`src/tcag_pkg.sv`:
```
`default_nettype none

package tcag_pkg;

	localparam int CFG_W       = 13;
	localparam int CFG_IDX_W   = 3;
	localparam int NUM_REGS    = 8;
	localparam int NDIM        = 4;
	localparam int ADDR_OUT_W  = 32;
	localparam int QUEUE_DEPTH = 4;

	localparam int DEF_MAX_DIM   = 4096;
	localparam int DEF_ADDR_BITS = 32;

	// coordinate slots, outermost first
	localparam int DIM_N = 0;
	localparam int DIM_C = 1;
	localparam int DIM_H = 2;
	localparam int DIM_W = 3;

	typedef enum logic [CFG_IDX_W-1:0] {
		REG_IN_BATCH,
		REG_IN_CHANNELS,
		REG_IN_HEIGHT,
		REG_IN_WIDTH,
		REG_OUT_BATCH,
		REG_OUT_CHANNELS,
		REG_OUT_HEIGHT,
		REG_OUT_WIDTH
	} cfg_reg_t;

	typedef struct packed {
		logic idle;
		logic last;
	} flags_t;

	// largest size a 13-bit register can reach after the clamp
	function automatic int dim_limit(input int max_dim);
		return (max_dim < (2 ** CFG_W) - 1) ? max_dim : (2 ** CFG_W) - 1;
	endfunction

	function automatic int dim_w(input int max_dim);
		return $clog2(dim_limit(max_dim) + 1);
	endfunction

	function automatic int coord_w(input int max_dim);
		return $clog2(dim_limit(max_dim));
	endfunction

	// zero reads as one, anything above the limit reads as the limit
	function automatic logic [CFG_W-1:0] eff_dim(input logic [CFG_W-1:0] v,
			input int max_dim);
		logic [CFG_W-1:0] r;
		if (v == '0) begin
			r = CFG_W'(1);
		end else if (int'(v) > max_dim) begin
			r = CFG_W'(max_dim);
		end else begin
			r = v;
		end
		return r;
	endfunction

endpackage

`default_nettype wire

```
`src/tcag_front.sv`:
```
`default_nettype none

module tcag_front #(
	parameter int MAX_DIM = tcag_pkg::DEF_MAX_DIM,
	localparam int DW = tcag_pkg::dim_w(MAX_DIM),
	localparam int CW = tcag_pkg::coord_w(MAX_DIM),
	localparam int QW = $bits(tcag_pkg::flags_t) + 2 * tcag_pkg::NDIM * CW
) (
	input  wire logic                                clk,
	input  wire logic                                arst_n,
	input  wire logic                                in_valid,
	output logic                                     in_ready,
	input  wire logic                                restart,
	input  wire logic [tcag_pkg::NDIM-1:0][DW-1:0]   idim,
	input  wire logic [tcag_pkg::NDIM-1:0][DW-1:0]   odim,
	output logic                                     push_valid,
	input  wire logic                                push_ready,
	output logic [QW-1:0]                            push_data
);

	localparam int NDIM = tcag_pkg::NDIM;

	logic [NDIM-1:0][CW-1:0] oc_q;
	logic [NDIM-1:0][CW-1:0] sc_q;
	logic                    active_q;

	logic [NDIM-1:0][CW-1:0] oc_n;
	logic [NDIM-1:0][CW-1:0] sc_n;
	logic                    is_last;
	tcag_pkg::flags_t        flags;
	logic                    accept;

	assign in_ready   = push_ready;
	assign push_valid = in_valid;
	assign accept     = in_valid && push_ready;

	// step the walk: innermost dimension first, carry outward; restart clears it
	always_comb begin
		logic carry;
		logic owrap;
		logic swrap;
		oc_n  = oc_q;
		sc_n  = sc_q;
		carry = 1'b1;
		owrap = 1'b0;
		swrap = 1'b0;
		if (restart) begin
			oc_n = '0;
			sc_n = '0;
		end else begin
			for (int i = NDIM - 1; i >= 0; i--) begin
				if (carry) begin
					owrap = ((DW+1)'(oc_q[i]) + (DW+1)'(1)) >= (DW+1)'(odim[i]);
					swrap = ((DW+1)'(sc_q[i]) + (DW+1)'(1)) >= (DW+1)'(idim[i]);
					if (owrap) begin
						oc_n[i] = '0;
						sc_n[i] = '0;
					end else begin
						oc_n[i] = CW'(oc_q[i] + 1'b1);
						sc_n[i] = swrap ? '0 : CW'(sc_q[i] + 1'b1);
						carry   = 1'b0;
					end
				end
			end
		end
	end

	always_comb begin
		is_last = 1'b1;
		for (int i = 0; i < NDIM; i++) begin
			if (((DW+1)'(oc_n[i]) + (DW+1)'(1)) < (DW+1)'(odim[i])) begin
				is_last = 1'b0;
			end
		end
	end

	always_comb begin
		flags.idle = !restart && !active_q;
		flags.last = is_last && !flags.idle;
	end

	assign push_data = {flags, sc_n, oc_n};

	always_ff @(posedge clk or negedge arst_n) begin
		if (!arst_n) begin
			oc_q     <= '0;
			sc_q     <= '0;
			active_q <= 1'b0;
		end else if (accept && (restart || active_q)) begin
			oc_q     <= oc_n;
			sc_q     <= sc_n;
			active_q <= !is_last;
		end
	end

endmodule

`default_nettype wire

```
`config.mk`:
```
export PLATFORM = sky130hd
export DESIGN_NAME = tcag_front
export DESIGN_NICKNAME = d
export VERILOG_FILES = /design/src/tcag_pkg.sv /design/src/tcag_front.sv
export SDC_FILE = /design/constraint.sdc
export NUM_CORES = 1
export LEC_CHECK = 0
export BUFFER_PORTS_ARGS = -buffer_cell sky130_fd_sc_hd__buf_2
export CAP_MARGIN = 40
export CORE_MARGIN = 4
export CORE_UTILIZATION = 45
export CTS_CLUSTER_DIAMETER = 150
export DETAILED_ROUTE_END_ITERATION = 6
export PLACE_DENSITY_LB_ADDON = 0.15
export SYNTH_ARGS = -nofsm -noshare
export SYNTH_HDL_FRONTEND = slang
export SYNTH_SLANG_ARGS = --single-unit
```
`constraint.sdc`:
```
create_clock -name clk -period 10.52 [get_ports clk]
set_input_delay 2.104 -clock clk [delete_from_list [all_inputs] [get_ports clk]]
set_output_delay 2.104 -clock clk [all_outputs]
set_load 0.1 [all_outputs]
```
## After elaboration in Yosys (flattened, before gate mapping)

Index checks and enable logic that the tools add are counted.
W data, S select, Z words.

- Register bits: 97
- Output and inout port bits: 100
- Word-level logic and storage cells: 82

- Multiplexer cells: 32
- Reduce and logical (&&, ||, !) cells: 9
- Add/subtract/negate cells: 20
- Order comparisons: 12

Operators by type and width:

| cell | number |
|---|---|
| $mux W12 | 18 |
| $add A12 B1 Y13 const B | 12 |
| $ge A13 B13 Y1 | 8 |
| $add A12 B1 Y12 const B | 8 |
| $mux W48 | 2 |
| $lt A13 B13 Y1 | 4 |
| $mux W1 | 12 |
| $logic_and A1 B1 Y1 | 4 |
| $logic_not A1 Y1 | 4 |
| $logic_or A1 B1 Y1 | 1 |

## Longest topological paths before layout

- Depth after elaboration: 17
- Depth in mapped cells: 30
- Depth with buffers taken out: 28

## Worst setup path before layout

No wires, ideal clock.

- Path type: input -> output
- From: input odim[51] (netlist bit)
- To: output push_data[96]
- Slack: -640 ps
- Cell stages on the path: 21
- Buffers on the path: 1
- Required time: 8416 ps
- Arrival: 9056 ps
- Path through: inv_1 ha_1 nand4_1 or3_4 o21a_1 buf_6 nor2_2 nand3_1 a21oi_1 ha_1 o21ai_0 nor4_1 nand4_1 xnor2_1 ha_1 nand4_1 or2_2 o221ai_1 a21oi_1 a211oi_1 nor2b_1

- Elaborated cells on any way between the ends: 25
- Classes of those cells: add/sub (4); order compare (5); mux (15); reduce/logical (1)

RTL lines:

| item | RTL line | source |
|---|---|---|
| start: declaration | tcag_front.sv:15 | `input wire logic [tcag_pkg::NDIM-1:0][DW-1:0] odim,` |
| $ge A13 B13 Y1 | tcag_front.sv:53 | `owrap = ((DW+1)'(oc_q[i]) + (DW+1)'(1)) >= (DW+1)'(odim[i]);` |
| $mux W1 | tcag_front.sv:55 | `if (owrap) begin` |
| $mux W1 | tcag_front.sv:47 | `if (restart) begin` |
| $mux W1 | tcag_front.sv:52 | `if (carry) begin` |
| $mux W1 | tcag_front.sv:47 |  |
| $mux W12 | tcag_front.sv:52 |  |
| $mux W48 | tcag_front.sv:47 |  |
| net push_data[13] | tcag_front.sv:18 | `output logic [QW-1:0] push_data` |
| $add A12 B1 Y13 | tcag_front.sv:71 | `if (((DW+1)'(oc_n[i]) + (DW+1)'(1)) < (DW+1)'(odim[i])) begin` |
| $lt A13 B13 Y1 | tcag_front.sv:71 |  |
| $mux W1 (3 in series) | tcag_front.sv:71 |  |
| $logic_and A1 B1 Y1 | tcag_front.sv:79 | `flags.last = is_last && !flags.idle;` |
| end: declaration | tcag_front.sv:18 |  |

The timed path passes the listed nets, and every way through them passes these cells. The select of a mux whose other input is x is not followed.

## Worst setup path after layout

- From: input odim[51] (netlist bit)
- To: output push_data[96]

- Longest elaborated chain between the ends: 16
- Elaborated cells on any way between the ends: 25
- Classes of those cells: add/sub (4); order compare (5); mux (15); reduce/logical (1)

RTL lines:

| item | RTL line |
|---|---|
| $ge A13 B13 Y1 | tcag_front.sv:53 |
| $mux W1 | tcag_front.sv:55 |
| $mux W1 | tcag_front.sv:47 |
| $mux W1 | tcag_front.sv:52 |
| $mux W1 | tcag_front.sv:47 |
| $mux W1 | tcag_front.sv:52 |
| $mux W1 | tcag_front.sv:47 |
| $mux W12 | tcag_front.sv:52 |
| $mux W48 | tcag_front.sv:47 |
| $add A12 B1 Y13 | tcag_front.sv:71 |
| $lt A13 B13 Y1 | tcag_front.sv:71 |
| $mux W1 (3 in series) | tcag_front.sv:71 |
| $mux W1 (*) | tcag_front.sv:71 |
| $logic_and A1 B1 Y1 (*) | tcag_front.sv:79 |

Every way passes the cells marked *; elsewhere a longest branch is shown, timed or not. The select of a mux whose other input is x is not followed.

==> implementation parameters <==
Parameter                              Value

Status
  Result of the run ... finished clean

STA
  Slew HR ... 36.9%
  Final Skew ... 0.0118 ns
  Fmax ... 0.101 GHz
  Final number of hold-violating endpoints ... 0
  Number of endpoints failing setup at the final stage ... 0
  RSZ-0062 raised after global routing ... false
  Accumulated negative setup slack ... 0 ns
  Minimum period implied by the final worst setup slack ... 9.92 ns
  Number of max-slew violations in the final report ... 0
  Slew at the pin closest to its max-slew limit ... 0.946 ns
  Final period utilization ... 94.3%

Critical path
  Arrival time of the worst setup path ... 7.81 ns
  Capture instance of the worst register-to-register path ... active_q
  Worst setup path startpoint ... odim[51]
  Reg2Reg Depth ... 27
  CP Data Required Time ... 8.42 ns
  Top fanout value on the critical path ... 17
  Critical path endpoint category ... output port
  Worst setup path class ... primary input to output port
  R2r startpoint ... oc_q[12]
  Setup slack of the most critical reg-to-reg path ... 3.29 ns
  Timing endpoint of the critical path ... push_data[96]
  Startpoint class of the critical path ... primary input

Routing
  Pre-antenna DRT Iters ... 6
  Vias per cell ... 5.58
  Count of nets left with antenna violations after detail routing ... 0
  Detailed route wirelength on metal3 ... 2100 microns
  Average detailed-routed wire length per instance ... 16.6 microns
  Count of unresolved DRC violations after routing ... 0
  M1 WL ... 15800 microns
  Vias after detailed routing ... 11400
  Routed Wire Length ... 34000 microns
  Met2 wirelength from detailed routing ... 15600 microns
  Number of DRC markers after the initial detailed-route iteration ... 672
  Top routing layer in use ... met5

Logic synthesis
  Post-synthesis register bit count ... 97
  Instance count of the mapped netlist ... 1555
  Main area contributors after synthesis ... dfrtp_1 21%, ha_1 18%, nand2_1 6.9%
  Portion of synthesized cell area occupied by the leading cell type ... 20.7%
  Number of enable-type register cells in the synthesized netlist ... 0
  Avg Cell Area, Syn ... 7.54 sq um
  Most common cell in the synthesized netlist ... nand2_1
  Leading register cell type out of synthesis ... dfrtp_1
  Nets in the synthesized netlist ... 1828
  Count of different cell masters after synthesis ... 71
  Number of warnings issued by yosys ... 0
  Most frequent cells after synthesis ... 215 x nand2_1, 164 x ha_1, 159 x inv_1
  Async set or reset register ratio after synthesis ... 100%
  Cell type with the highest aggregate area in the netlist ... dfrtp_1
  Post-synthesis instance area ... 0.0117 sq mm
  Fraction of the yosys area taken by sequential cells ... 20.7%

Floorplan
  Starting Density ... 46.1%
  Core Area ... 0.0254 sq mm
  Height of the die ... 169 microns
  Die outline area ... 0.0287 sq mm
  Number of top-level pins ... 209
  Placement row count ... 58
  Width of the die ... 169 microns

Clock tree
  Source-to-sink clock delay at the later pin of the worst-skew pair ... 0.36 ns
  Maximum count of clock buffers along a single path ... 2
  TritonCTS clock tree ... built
  Root cell of the clock tree ... clkbuf_16
  Number of setup buffers added after CTS ... 0
  Clock-pin slew on the worst setup and hold paths ... 0.07 ns
  Cts bufs inserted ... 9
  Deepest level of the CTS H-tree ... 3
  Total number of clock tree sinks ... 97
  CTS Hold Bufs ... 0
  Post-cts resize count ... 0

Cells and area
  Total Nets Final ... 1991
  Final instance area ... 0.0134 sq mm
  P&R area growth vs syn ... 14.5%
  Final cell count without fillers ... 2053
  Share of final-layout standard cells stronger than drive strength 1 ... 16.3%

Global route
  Initial antenna violation count ... 2
  Largest net degree at the start of global routing ... 63
  Vias in the first global route ... 11100
  Grt total ovfl ... 0
  Global-route wire length before repair ... 55400 microns
  Total routing usage reported by global routing ... 23.3%

Placement
  Post-placement cell area ... 0.0131 sq mm
  Count of buffers inserted at the top-level ports ... 208
  DP Wirelength ... 27000 microns
  Number of cells after detailed placement ... 2037
  Placer congestion estimate ... 0.878

Run
  Max-cap check violation count ... 0

Power
  Peak ir drop on the vdd network ... 0.0778 mV
  Power Total ... 1.03 mW
  Power density relative to cell area ... 76.9 mW/mm^2
  Leakage dissipation ... 7.56 nW

Worst hold path
  Launch instance of the worst min-delay path ... sc_q[44]
  Hold/Removal Path Class ... register to register
==> worst min path at each step <==
stage,to,cells after the start,slack (ns)
floorplan,oc_q[42],2,0.48
global placement,oc_q[42],2,0.50
CTS,sc_q[40],2,0.53
global route,sc_q[40],2,0.56
detailed placement,sc_q[40],2,0.51
finish,sc_q[44],2,0.53
==> cells in the final DEF, fill, tap and decap left out, drive strengths merged, types with 20 or more instances in the layout <==
master / instances
nor3: 36
nand2b: 20
nand4: 31
inv: 161
nand2: 215
and3: 48
nor2: 87
o31ai: 27
dfrtp: 97
ha: 164
nand3: 53
o21ai: 96
a21o: 42
a21oi: 66
xnor2: 55
buf: 230
xor2: 61
==> critical path: stages <==
cell      delay, ns
buf_2          0.08
inv_1          0.05
ha_1           0.31
nand4_1        0.13
or3_4          0.43
o21a_1         0.35
buf_4          0.28
nor2_2         0.39
nand3_1        0.15
a21oi_2        0.21
ha_1           0.21
o21ai_0        0.16
nor4_1         0.48
nand4_1        0.26
xnor2_1        0.19
ha_1           0.29
nand4_1        0.11
or2_2          0.33
o221ai_1       0.19
a21oi_1        0.10
a211oi_1       0.47
nor2b_1        0.30
buf_12         0.21
==> through the flow <==
stage / hold slack, ns / util [%] / worst slack, ns
floorplan: 0.480 / - / 0.0650
global placement: 0.501 / 51.5 / 0.714
detailed placement: 0.512 / 51.6 / 0.631
CTS: 0.529 / 52.8 / 0.630
global route: 0.555 / 52.8 / 0.246
finish: 0.530 / 52.8 / 0.602
==> per-layer routing <==
metal,vias up,track usage [%]
li1,5787,-
met1,5294,31.1
met2,330,39.1
met3,34,4.71
met4,2,5.04
met5,-,0
==> kinds of logic (layout without fill, tap and decap cells) <==
kind of cell	after synthesis	after routing	share of synthesized area (%)
muxes	10	10	0.886
buffers and inverters	237	404	7.82
DFF	97	97	20.7
AOI/OAI and AO/OA	353	353	20.2
adders and majority gates	164	164	17.5
and+or+nand+nor	578	578	24.2
xor gates and xnor gates	116	116	8.67
other	0	1	0
==> final cells by class <==
cell class / count / area [sq um]
Tap cell: 330 / 413
Timing Repair Buffer: 230 / 1240
Fill cell: 2541 / 12000
Antenna cell: 1 / 2.50
Clock buffer: 9 / 225
Sequential cell: 97 / 2430
Clock inverter: 6 / 90.1
Multi-Input combinational cell: 1221 / 8430
Inverter: 159 / 597
==> flip-flops by register name, summed over array words and instances (netlist names) <==
| register | count |
|---|---|
| sc_q | 48 |
| oc_q | 48 |
| active_q | 1 |
==> report_power, final <==
part | leakage (nW) | total, mW | internal, mW | switching (mW)
combinational | 6.06 | 0.269 | 0.0832 | 0.186
clock | 0.152 | 0.363 | 0.209 | 0.155
sequential | 1.34 | 0.399 | 0.383 | 0.0162
No activity file was read; power rests on OpenSTA's default activity.
