$ cat config.mk
export PLATFORM = sky130hd
export DESIGN_NAME = tcag_fifo
export DESIGN_NICKNAME = d
export VERILOG_FILES = /design/src/tcag_pkg.sv /design/src/tcag_fifo.sv
export SDC_FILE = /design/constraint.sdc
export NUM_CORES = 1
export LEC_CHECK = 0
export CORE_MARGIN = 2
export CORE_UTILIZATION = 46
export CTS_BUF_LIST = sky130_fd_sc_hd__clkbuf_4
export DETAILED_ROUTE_END_ITERATION = 10
export DONT_BUFFER_PORTS = 1
export PLACE_DENSITY_LB_ADDON = 0.3
export SETUP_SLACK_MARGIN = 0.02
export SYNTH_ARGS = -nofsm -noshare
export SYNTH_HDL_FRONTEND = slang
export SYNTH_SLANG_ARGS = --single-unit
$ cat constraint.sdc
create_clock -name clk -period 2.8 [get_ports clk]
set_clock_uncertainty 0.2 [all_clocks]
set_input_delay 0.14 -clock clk [delete_from_list [all_inputs] [get_ports clk]]
set_output_delay 0.14 -clock clk [all_outputs]
set_load 0.005 [all_outputs]
$ cat src/tcag_pkg.sv
`default_nettype none

package tcag_pkg;

	localparam int CFG_W       = 13;
	localparam int CFG_IDX_W   = 3;
	localparam int NUM_REGS    = 8;
	localparam int NDIM        = 4;
	localparam int ADDR_OUT_W  = 32;
	localparam int QUEUE_DEPTH = 4;

	localparam int DEF_MAX_DIM   = 4096;
	localparam int DEF_ADDR_BITS = 32;

	// coordinate slots, outermost first
	localparam int DIM_N = 0;
	localparam int DIM_C = 1;
	localparam int DIM_H = 2;
	localparam int DIM_W = 3;

	typedef enum logic [CFG_IDX_W-1:0] {
		REG_IN_BATCH,
		REG_IN_CHANNELS,
		REG_IN_HEIGHT,
		REG_IN_WIDTH,
		REG_OUT_BATCH,
		REG_OUT_CHANNELS,
		REG_OUT_HEIGHT,
		REG_OUT_WIDTH
	} cfg_reg_t;

	typedef struct packed {
		logic idle;
		logic last;
	} flags_t;

	// largest size a 13-bit register can reach after the clamp
	function automatic int dim_limit(input int max_dim);
		return (max_dim < (2 ** CFG_W) - 1) ? max_dim : (2 ** CFG_W) - 1;
	endfunction

	function automatic int dim_w(input int max_dim);
		return $clog2(dim_limit(max_dim) + 1);
	endfunction

	function automatic int coord_w(input int max_dim);
		return $clog2(dim_limit(max_dim));
	endfunction

	// zero reads as one, anything above the limit reads as the limit
	function automatic logic [CFG_W-1:0] eff_dim(input logic [CFG_W-1:0] v,
			input int max_dim);
		logic [CFG_W-1:0] r;
		if (v == '0) begin
			r = CFG_W'(1);
		end else if (int'(v) > max_dim) begin
			r = CFG_W'(max_dim);
		end else begin
			r = v;
		end
		return r;
	endfunction

endpackage

`default_nettype wire

$ cat src/tcag_fifo.sv
`default_nettype none

module tcag_fifo #(
	parameter int W     = 8,
	parameter int DEPTH = tcag_pkg::QUEUE_DEPTH
) (
	input  wire logic         clk,
	input  wire logic         arst_n,
	input  wire logic         push_valid,
	output logic              push_ready,
	input  wire logic [W-1:0] push_data,
	output logic              pop_valid,
	input  wire logic         pop_ready,
	output logic [W-1:0]      pop_data
);

	localparam int PTR_W = (DEPTH > 1) ? $clog2(DEPTH) : 1;
	localparam int CNT_W = $clog2(DEPTH + 1);

	logic [W-1:0]     mem_q [DEPTH];
	logic [PTR_W-1:0] wr_q;
	logic [PTR_W-1:0] rd_q;
	logic [CNT_W-1:0] cnt_q;
	logic             push;
	logic             pop;

	assign push_ready = (cnt_q != CNT_W'(DEPTH));
	assign pop_valid  = (cnt_q != '0);
	assign pop_data   = mem_q[rd_q];
	assign push       = push_valid && push_ready;
	assign pop        = pop_valid && pop_ready;

	always_ff @(posedge clk) begin
		if (push) begin
			mem_q[wr_q] <= push_data;
		end
	end

	always_ff @(posedge clk or negedge arst_n) begin
		if (!arst_n) begin
			wr_q  <= '0;
			rd_q  <= '0;
			cnt_q <= '0;
		end else begin
			if (push) begin
				wr_q <= (wr_q == PTR_W'(DEPTH - 1)) ? '0 : PTR_W'(wr_q + 1'b1);
			end
			if (pop) begin
				rd_q <= (rd_q == PTR_W'(DEPTH - 1)) ? '0 : PTR_W'(rd_q + 1'b1);
			end
			if (push && !pop) begin
				cnt_q <= CNT_W'(cnt_q + 1'b1);
			end else if (pop && !push) begin
				cnt_q <= CNT_W'(cnt_q - 1'b1);
			end
		end
	end

endmodule

`default_nettype wire

### After elaboration in Yosys (flattened, before gate mapping)

Memory sizes are Yosys's and may differ from the RTL's.
Index checks and enable logic that the tools add are counted.

* input bits: 12
* memories: 1
* memory bits (writable): 32
* logic and storage cells: 25
* register bits: 7
* output and inout bits: 10

* equal/unequal tests: 3
* reductions and logical operators: 8
* $add $sub $neg: 4
* multiplexer cells: 6

Memory list
* mem_q: words 4, bits a word 8, rd ports 1, clocked after Yosys merged registers in 0, wr ports 1, line tcag_fifo.sv:20 `logic [W-1:0] mem_q [DEPTH];`

Operator list (number)
* $mux W3: 2
* $add A2 B1 Y2 const B: 2
* $eq A2 B2 Y1 const B: 2
* $logic_and A1 B1 Y1: 4
* $mux W2: 2
* $add A3 B1 Y3 const B: 1
* $ne A3 B3 Y1 const B: 1
* $reduce_bool A3 Y1: 1
* $sub A3 B1 Y3 const B: 1
* $logic_not A1 Y1: 2
* $mux W1: 2
* $reduce_bool A2 Y1: 1

### Longest topological paths before layout

Gate-level depths: netlist (run 1).

* word-level depth: 6
* gate-level depth with buffers: 8
* depth with buffers taken out: 8

### Least setup slack after synthesis (run 1)

No wires, ideal clock.

* path type: register -> register
* start point: register cnt_q[0]
* end point: register cnt_q[2]
* arrival time: 1983 ps
* path slack: 537 ps
* path buffers: 0
* required time: 2521 ps
* clock period less this slack: 2263 ps
* setup time: 79 ps
* stages on the path, launching flop included: 9
* cell sequence: dfrtp_1 or3_2 nand2_1 ha_1 inv_1 fa_1 xor2_1 nor2_1 xor2_1

* longest elaborated chain between the ends: 5
* elaborated cells on any way between the ends: 13
* classes of those cells: 2 x add/sub; 1 x eq/ne; 2 x mux; 8 x reduce/logical

Ends and longest elaborated chain
* start, declared: line tcag_fifo.sv:23 `logic [CNT_W-1:0] cnt_q;`
* start signal, assigned: line tcag_fifo.sv:52 `cnt_q <= CNT_W'(cnt_q + 1'b1);`
* start signal, assigned: line tcag_fifo.sv:54 `cnt_q <= CNT_W'(cnt_q - 1'b1);`
* $reduce_bool A3 Y1 (*): line tcag_fifo.sv:28 `assign pop_valid = (cnt_q != '0);`
* named net pop_valid: line tcag_fifo.sv:12 `output logic pop_valid,`
* $logic_and A1 B1 Y1 (*): line tcag_fifo.sv:31 `assign pop = pop_valid && pop_ready;`
* $logic_not A1 Y1: line tcag_fifo.sv:51 `if (push && !pop) begin`
* $logic_and A1 B1 Y1: line tcag_fifo.sv:51
* $mux W3 / $reduce_bool A2 Y1 (equally long branches)

Mark *: on every way through the listed nets, which the timed path passes. The rest lies on a longest branch. The select of a mux whose other input is x is not followed.
A chain may end at the register's enable or synchronous reset.

### Worst setup path in the final report (run 1)

* start point: register cnt_q[2]
* end point: register cnt_q[2]

The elaborated chain is that of the path after synthesis.

==> impl_summary.md, run 1 <==
Placement
The number of input and output port buffers inserted is 0. After detailed placement, the total cell area comes to around 1600 sq um. The placement-stage worst setup slack is 0.394 ns. The congestion estimate from routability-driven global placement came to approximately 0.72. The post-placement cell count is between 100 and 150.

Power
In this run the power spent charging and discharging nets is ~500 uW. Internal power comes to 1.17 mW. The part of the total power dissipated in sequential elements is 54.7%. Power spread over the standard cell area amounts to 920 nW/um^2. Per report_power, the clock group accounts for between 15 and 20% of the total. The relative contribution of combinational cells to total power is between 20% and 30%.

The design draws between 1.5 and 2 mW. The worst-case IR drop observed on VDD is between 0.0004 and 0.0005 V. The net switching fraction of the power is around 30%.

The standby leakage power is roughly 0.65 nW.

Clock tree
The clock-pin slew on the worst setup and hold paths is about 0.1 ns. In this run, post-CTS repair resized a total of 0 instances. The clock drives 39 sinks. TritonCTS built the clock tree. The clock passes through at most 2 buffers. The H-tree generated during clock tree synthesis spans 2 levels. The master cell of the clock root buffer is clkbuf_4.

The later pin in the worst-skew pair is clocked with a latency of about 0.34 ns. Counting the buffers created by CTS gives 5.

Yosys
The top cell type by total area after synthesis is edfxtp_1. After technology mapping, the gate count stands at between 70 and 80. Yosys attributes the largest share of cell area to edfxtp_1 (60%), mux4_2 (11%), dfrtp_1 (11%). The post-synthesis instance area is about 1600 sq um.

The Yosys step of the flow raised 0 warnings. Counting flops and latches in the post-synthesis netlist gives 39. Averaged over all synthesized cells, the footprint is a little over 20 sq um.

The number of nets in the synthesized netlist is 97. Summed over its instances, the top area cell type makes up ~60% of the synthesized netlist area. The number of different library cells used by synthesis comes to 18. For this run, the register share of the synthesized area comes to around 71%.

Routing
In the routed layout, each cell is associated on average with a via count of 5.24. The total iterations of the first detailed-routing run is 2. After detailed routing, the number of remaining DRC violations is 0. The mean routed wirelength per cell is roughly 16 um.

The violation count after the first detailed-routing iteration is 9. The routed via count is ~740. The post-route antenna net violation count is 0. Summed over all layers, the routed wires come to 2.32 mm.

STA
The transition time at the pin with the least slew margin is about 0.6 ns. The headroom to the max-slew limit is between 60% and 70%. Setup slack closes at about 0.4 ns. The number of pins exceeding their max-slew limit in the final report came to 0. The hold violation count in the final report is 0. Setup repair after global routing left no endpoint under its margin. Adding up every negative setup slack in the final design gives 0 ns. Of the available clock period, the critical path in the final layout requires a little under nine tenths. Based on the critical path, the design can be clocked at up to 417 MHz. Setup violations remaining at the end of the flow were counted as 0. The final critical delay including setup and external delays is around 2.4 ns.

Critical path
The startpoint type of the worst setup path is a flop. The delay of the slowest cell on the worst path is between 0.5 and 0.6 ns. The slowest cell on the critical path is or3_2. The critical path goes through or3_2, nand2_1, ha_1, inv_1, fa_1, xor2_1, nor2_1, xor2_1. The critical path is of the reg2reg type.

Of all nets on the critical path, the largest fanout is 3. STA puts the critical path data required time at 2.87 ns. By instance count, the cell type seen most on the critical path is xor2_1.

The endpoint type of the worst setup path is a flop. The worst endpoint data arrival time is 2.47 ns.

Layout
The total inserted antenna cells is 0. Once layout is done, the placed cells without fillers occupy about 1800 sq um. The final-stage net count is around 110.

Compared with the post-synthesis result, the final layout area differs by 13.9%. The finished layout holds about 140 standard cells, fillers aside. Of the cells placed in the final design, the portion with a size suffix greater than 1 is between 20% and 30%.

Floorplan
The die width is approximately 63 um. The initial standard-cell utilization of the core is roughly 48%. The I/O pin total is 22. The die covers ~4000 sq um. Measured along the y axis, the die boundary spans around 63 um. The core outline area is roughly 3300 sq um.

The row count is 21.

GRT
The first global-routing pass estimated approximately 3.9 mm of wire. The via count of the first global-routing pass is ~800. After global routing the overflow that remains totals 0. The number of antenna violations at the first check in global routing is 0.

The pin count of the biggest net entering global routing is 12. The overall fraction of global-route tracks in use is ~14%.

Flow run
Max-cap violations in this run came to 0.

Hold path
The class of the most critical hold timing path is in2reg.

Status
The flow ran to the end, and the final reports show no timing, DRC or antenna violations.
-- flip-flops by register name, indices dropped and copies added, names as in the netlist --
name / count
cnt_q: 3
mem_q: 32
wr_q: 2
rd_q: 2
-- through the flow --
step,utilization (%),hold WS [ns]
2_1_floorplan,-,-0.356
3_3_place_gp,49.2,-0.355
3_5_place_dp,49.2,-0.355
4_1_cts,54.4,0.0322
5_1_grt,54.4,0.0222
6_report,54.4,0.0347
-- cells in the final DEF (no fill, tap or decap) --
master | Yosys | routed
or3b_4 | 1 | 1
inv_1 | 3 | 3
nor2_1 | 3 | 3
mux2_4 | 2 | 2
edfxtp_1 | 32 | 32
mux4_2 | 8 | 8
or3_2 | 1 | 1
fa_1 | 1 | 1
and2_4 | 1 | 1
mux2_2 | 3 | 3
and3_2 | 4 | 4
dfrtp_1 | 7 | 7
dlygate4sd3_1 | 0 | 12
clkinv_1 | 0 | 2
xnor2_1 | 1 | 1
xor2_1 | 2 | 2
ha_1 | 6 | 6
clkbuf_4 | 0 | 6
nand2_1 | 1 | 1
-- final cells by class --
| type | count | area [sq um] |
|---|---|---|
| clock buffer | 6 | 45.0 |
| clock inverter | 2 | 7.51 |
| fill | 296 | 1520 |
| inverter | 3 | 11.3 |
| multi-input combinational | 34 | 438 |
| sequential | 39 | 1140 |
| tap | 46 | 57.6 |
| timing repair buffer | 12 | 120 |
-- worst max-delay path, delay by kind of cell (launching register included) --
family	cells	cell delay [ns]
AND/OR/NAND/NOR	3	0.78
adder cells (fa/ha/maj)	2	0.57
flip-flops	1	0.42
XOR/XNOR	2	0.30
buffers and inverters	1	0.06
-- synth_stat cells --
library cell,instances
nand2_1,1
inv_1,3
or3b_4,1
mux2_2,3
fa_1,1
buf_1,1
nor2_1,3
mux4_2,8
ha_1,6
or3_2,1
buf_2,1
dfrtp_1,7
and2_4,1
xor2_1,2
and3_2,4
mux2_4,2
edfxtp_1,32
xnor2_1,1
-- layer usage --
metal / global-route usage [%] / up-vias / wire, um
met5: 0 / - / 0
met4: 5.83 / 0 / 49
met3: 6.67 / 6 / 118
met2: 22.2 / 17 / 1160
met1: 15.8 / 385 / 992
li1: - / 336 / -
-- power groups by stage --
stage / registers, mW / logic (mW) / clock network [mW]
global route: 0.942 / 0.544 / 0.293
global placement: 0.927 / 0.464 / 0
floorplan: 0.849 / 0.454 / 0
detailed placement: 0.932 / 0.478 / 0
finish: 0.914 / 0.490 / 0.266
CTS: 0.920 / 0.498 / 0.275
-- path summary, 6_finish.rpt --
kind	startpoint	to	slack, ns	cells after the start
worst max-delay path	cnt_q[2]	cnt_q[2]	0.40	8
worst min-delay path	push_valid	mem_q[2][4]	0.03	1
worst max register to register	cnt_q[2]	cnt_q[2]	0.40	8
worst min register to register	cnt_q[2]	cnt_q[2]	0.32	1
max in group asynchronous	arst_n	rd_q[0]	1.67	2
min in group asynchronous	arst_n	cnt_q[1]	0.47	2
-- timing repair --
item,4_1_cts,5_1_grt
endpoints found under the hold margin,43,0
setup buffers,0,0
hold buffers,12,0
-- cell families after synthesis --
family / count (synthesis) / share of synthesized area [%]
mux: 13 / 15.3
buf+inv: 5 / 1.26
xor+xnor: 3 / 1.65
flops: 39 / 71.3
simple gates: 11 / 4.55
fa+ha+maj: 7 / 5.97
Note: power is estimated with default switching activity, not from simulation.
==> inputs of run 2 (changes only) <==
Settings changed: CORE_UTILIZATION 46 to 55, TNS_END_PERCENT from default to 50.
==> impl_summary.md, run 2 (synthesized netlist as in run 1, its figures left out) <==
Status
The flow ran to the end, and the final reports show no timing, DRC or antenna violations.

Routing
The number of vias per cell was 5.79 (+10%). The violation count after the first detailed-routing iteration is 23 (+14). The routed via count is 735 (-1.2%). The total iterations of the first detailed-routing run is 2 (unchanged). The mean routed wirelength per cell is 18.9 um (+16%). The wire length reported by the detailed router came to 2.40 mm (+3.5%).

The post-route antenna net violation count is 0 (unchanged). The remaining design rule violation count is 0 (unchanged).

GRT
The overall fraction of global-route tracks in use is 16.9% (+3.1 points). The global-route wire length before repair is 3.88 mm (-0.36%). The number of antenna violations at the first check in global routing is 0 (unchanged). The sum of overflow across all layers after global routing is 0 (unchanged). The pin count of the biggest net entering global routing is 12 (unchanged). The via count of the first global-routing pass was 813 (+1.4%).

Critical path
The largest driver fanout on the critical path is 4 (+1). The worst endpoint data arrival time is 2.48 ns (about the same). The startpoint type of the worst setup path is a flop. The critical path endpoint is cnt_q[2].

The worst setup path is captured at a flop. The setup slack on the worst flop-to-flop path was 0.40 ns (about the same). The cell count of the worst reg-to-reg path was 8 (unchanged). Tracing the worst setup path back leads to its startpoint at cnt_q[0]. The launch instance of the worst register-to-register path is cnt_q[0].

The setup path with the least slack is of type reg2reg. The capture instance of the worst register-to-register path is cnt_q[2]. The critical path data required time is 2.88 ns (about the same).

STA
The transition time at the pin with the least slew margin is 0.610 ns (+0.0107 ns). The number of setup violations in the final report is 0 (unchanged). The worst hold slack across all endpoints is 0.0305 ns (-0.00413 ns). The final critical delay including setup and external delays is 2.40 ns (-0.000813 ns). The hold violation count in the final report is 0 (unchanged). The headroom to the max-slew limit is 59.3% (-0.71 points). The worst-case setup margin in the final layout is 0.401 ns (+0.000813 ns). The maximum clock frequency came to 417 MHz (about the same).

The final period utilization is 85.7% (about the same). The number of pins exceeding their max-slew limit in the final report is 0 (unchanged). Setup repair after global routing left no endpoint under its margin. The setup total negative slack was 0 ns (unchanged).

Power
The standby leakage power came to 0.658 nW (+0.82%). The largest vdd supply drop is 0.000789 V (+60%). The total power per unit cell area is 942 nW/um^2 (+2.4%). The total chip power came to 1.70 mW (+1.6%).

Clock tree
The clock-pin slew on the worst setup and hold paths is 0.11 ns (about the same). The number of H-tree levels is 2 (unchanged). The clock sink count came to 39 (unchanged). TritonCTS built the clock tree. The largest buffer count on any clock path is 2 (unchanged). The tree is rooted in a clkbuf_4.

The CTS buffer count is 5 (unchanged). The number of instances resized during post-cts repair came to 0 (unchanged). The latest clock arrival within the worst-skew pair is 0.34 ns (about the same).

Floorplan
The initial standard-cell utilization of the core is 57.8% (+10 points). The row count is 19 (-9.5%). The area enclosed by the die boundary is 3340 sq um (-15%). The I/O pin total came to 22 (unchanged). The core outline area came to 2760 sq um (-17%). The die extent in y is 57.8 um (-8.0%). The die width is 57.8 um (-8.0%).

Layout
The total inserted antenna cells is 0 (unchanged). The library cell used most frequently in the layout, excluding fill and tap cells, is edfxtp_1. The share of final-layout standard cells stronger than drive strength 1 is 29.2% (+2.1 points). The sequential standard cell area is 1140 sq um (unchanged). The number of filler instances in the final layout is 203 (-31%). The area growth from synthesis to layout is 13.0%. Leaving out fill and tap cells, the most frequent cells in the layout are edfxtp_1 (32), dlygate4sd3_1 (12), mux4_2 (8). The final-stage net count is 114 (unchanged). The number of flip-flops under the largest register name is 32 (unchanged). The area occupied by multi-input gates is 438 sq um (unchanged).

The largest registers in the layout are mem_q (32), cnt_q (3). The most flop-heavy register is mem_q. The core utilization of the finished layout is 65.3% (+11 points).

Placement
The number of input and output port buffers inserted was 0 (unchanged). The weighted congestion at the end of routability-driven global placement is 0.640 (-12%). Detailed placement finished with a half-perimeter wire length of 1.55 mm. The placement-stage worst setup slack was 0.381 ns (-0.0124 ns).

Hold path
In this run the worst hold path is classified as in2reg.

Flow run
The total of max-cap violations is 0 (unchanged).
## run 2: changes by cell type in the layout (fill, tap and decap cells not counted), sizes merged
cell / delta
clkbuf: +1
clkinv: -1
## run 2: how the worst min path moves through the flow
| stage | start | to | slack, ns | depth (start not counted) |
|---|---|---|---|---|
| after global placement | arst_n | rd_q[0] | -0.36 | 0 |
| after detailed placement | arst_n | rd_q[0] | -0.36 | 0 |
| after CTS | push_valid | mem_q[1][2] | 0.02 | 1 |
| final | push_valid | mem_q[0][2] | 0.03 | 1 |
| after global routing | push_valid | mem_q[2][6] | 0.02 | 1 |
| after floorplan | arst_n | cnt_q[0] | -0.36 | 0 |
## run 2: through the flow
step	instance area, sq um	instances
2_1_floorplan	1590	78
3_3_place_gp	1620	107
3_5_place_dp	1620	107
4_1_cts	1800	127
5_1_grt	1800	127
6_report	1800	127
## run 2: where the power goes
part	leakage, nW	internal, mW	switching (mW)
Combinational	0.247	0.286	0.212
Sequential	0.375	0.784	0.129
Clock	0.0361	0.117	0.169
## run 2: area by class of cell
| class | count | share of cell area (%) |
|---|---|---|
| flip-flops and latches | 39 | 63.1 |
| multi-input cells | 34 | 24.3 |
| repair buffers | 12 | 6.67 |
| clock buffers | 7 | 2.92 |
| well taps | 31 | 2.15 |
| inverters | 3 | 0.625 |
| clock inverters | 1 | 0.278 |
## run 2: critical path, stage by stage, from the launching register on
cell and delay [ns]:
dfrtp_1 0.44, or3_2 0.50, nand2_1 0.15, ha_1 0.20, inv_1 0.06, fa_1 0.37
xor2_1 0.15, nor2_1 0.13, xor2_1 0.15
## run 2: routing by layer
layer  vias to the layer above  wire length, um  GRT usage (%)
met5                         -                0              0
met1                       376             1030           20.1
met2                        18             1190           27.1
met3                         6              134           6.92
met4                         0               57           7.97
li1                        335                -              -
## run 2: repair_timing
item,CTS,global route
endpoints found under the hold margin,43,0
hold buffers,12,0
setup buffers,0,0
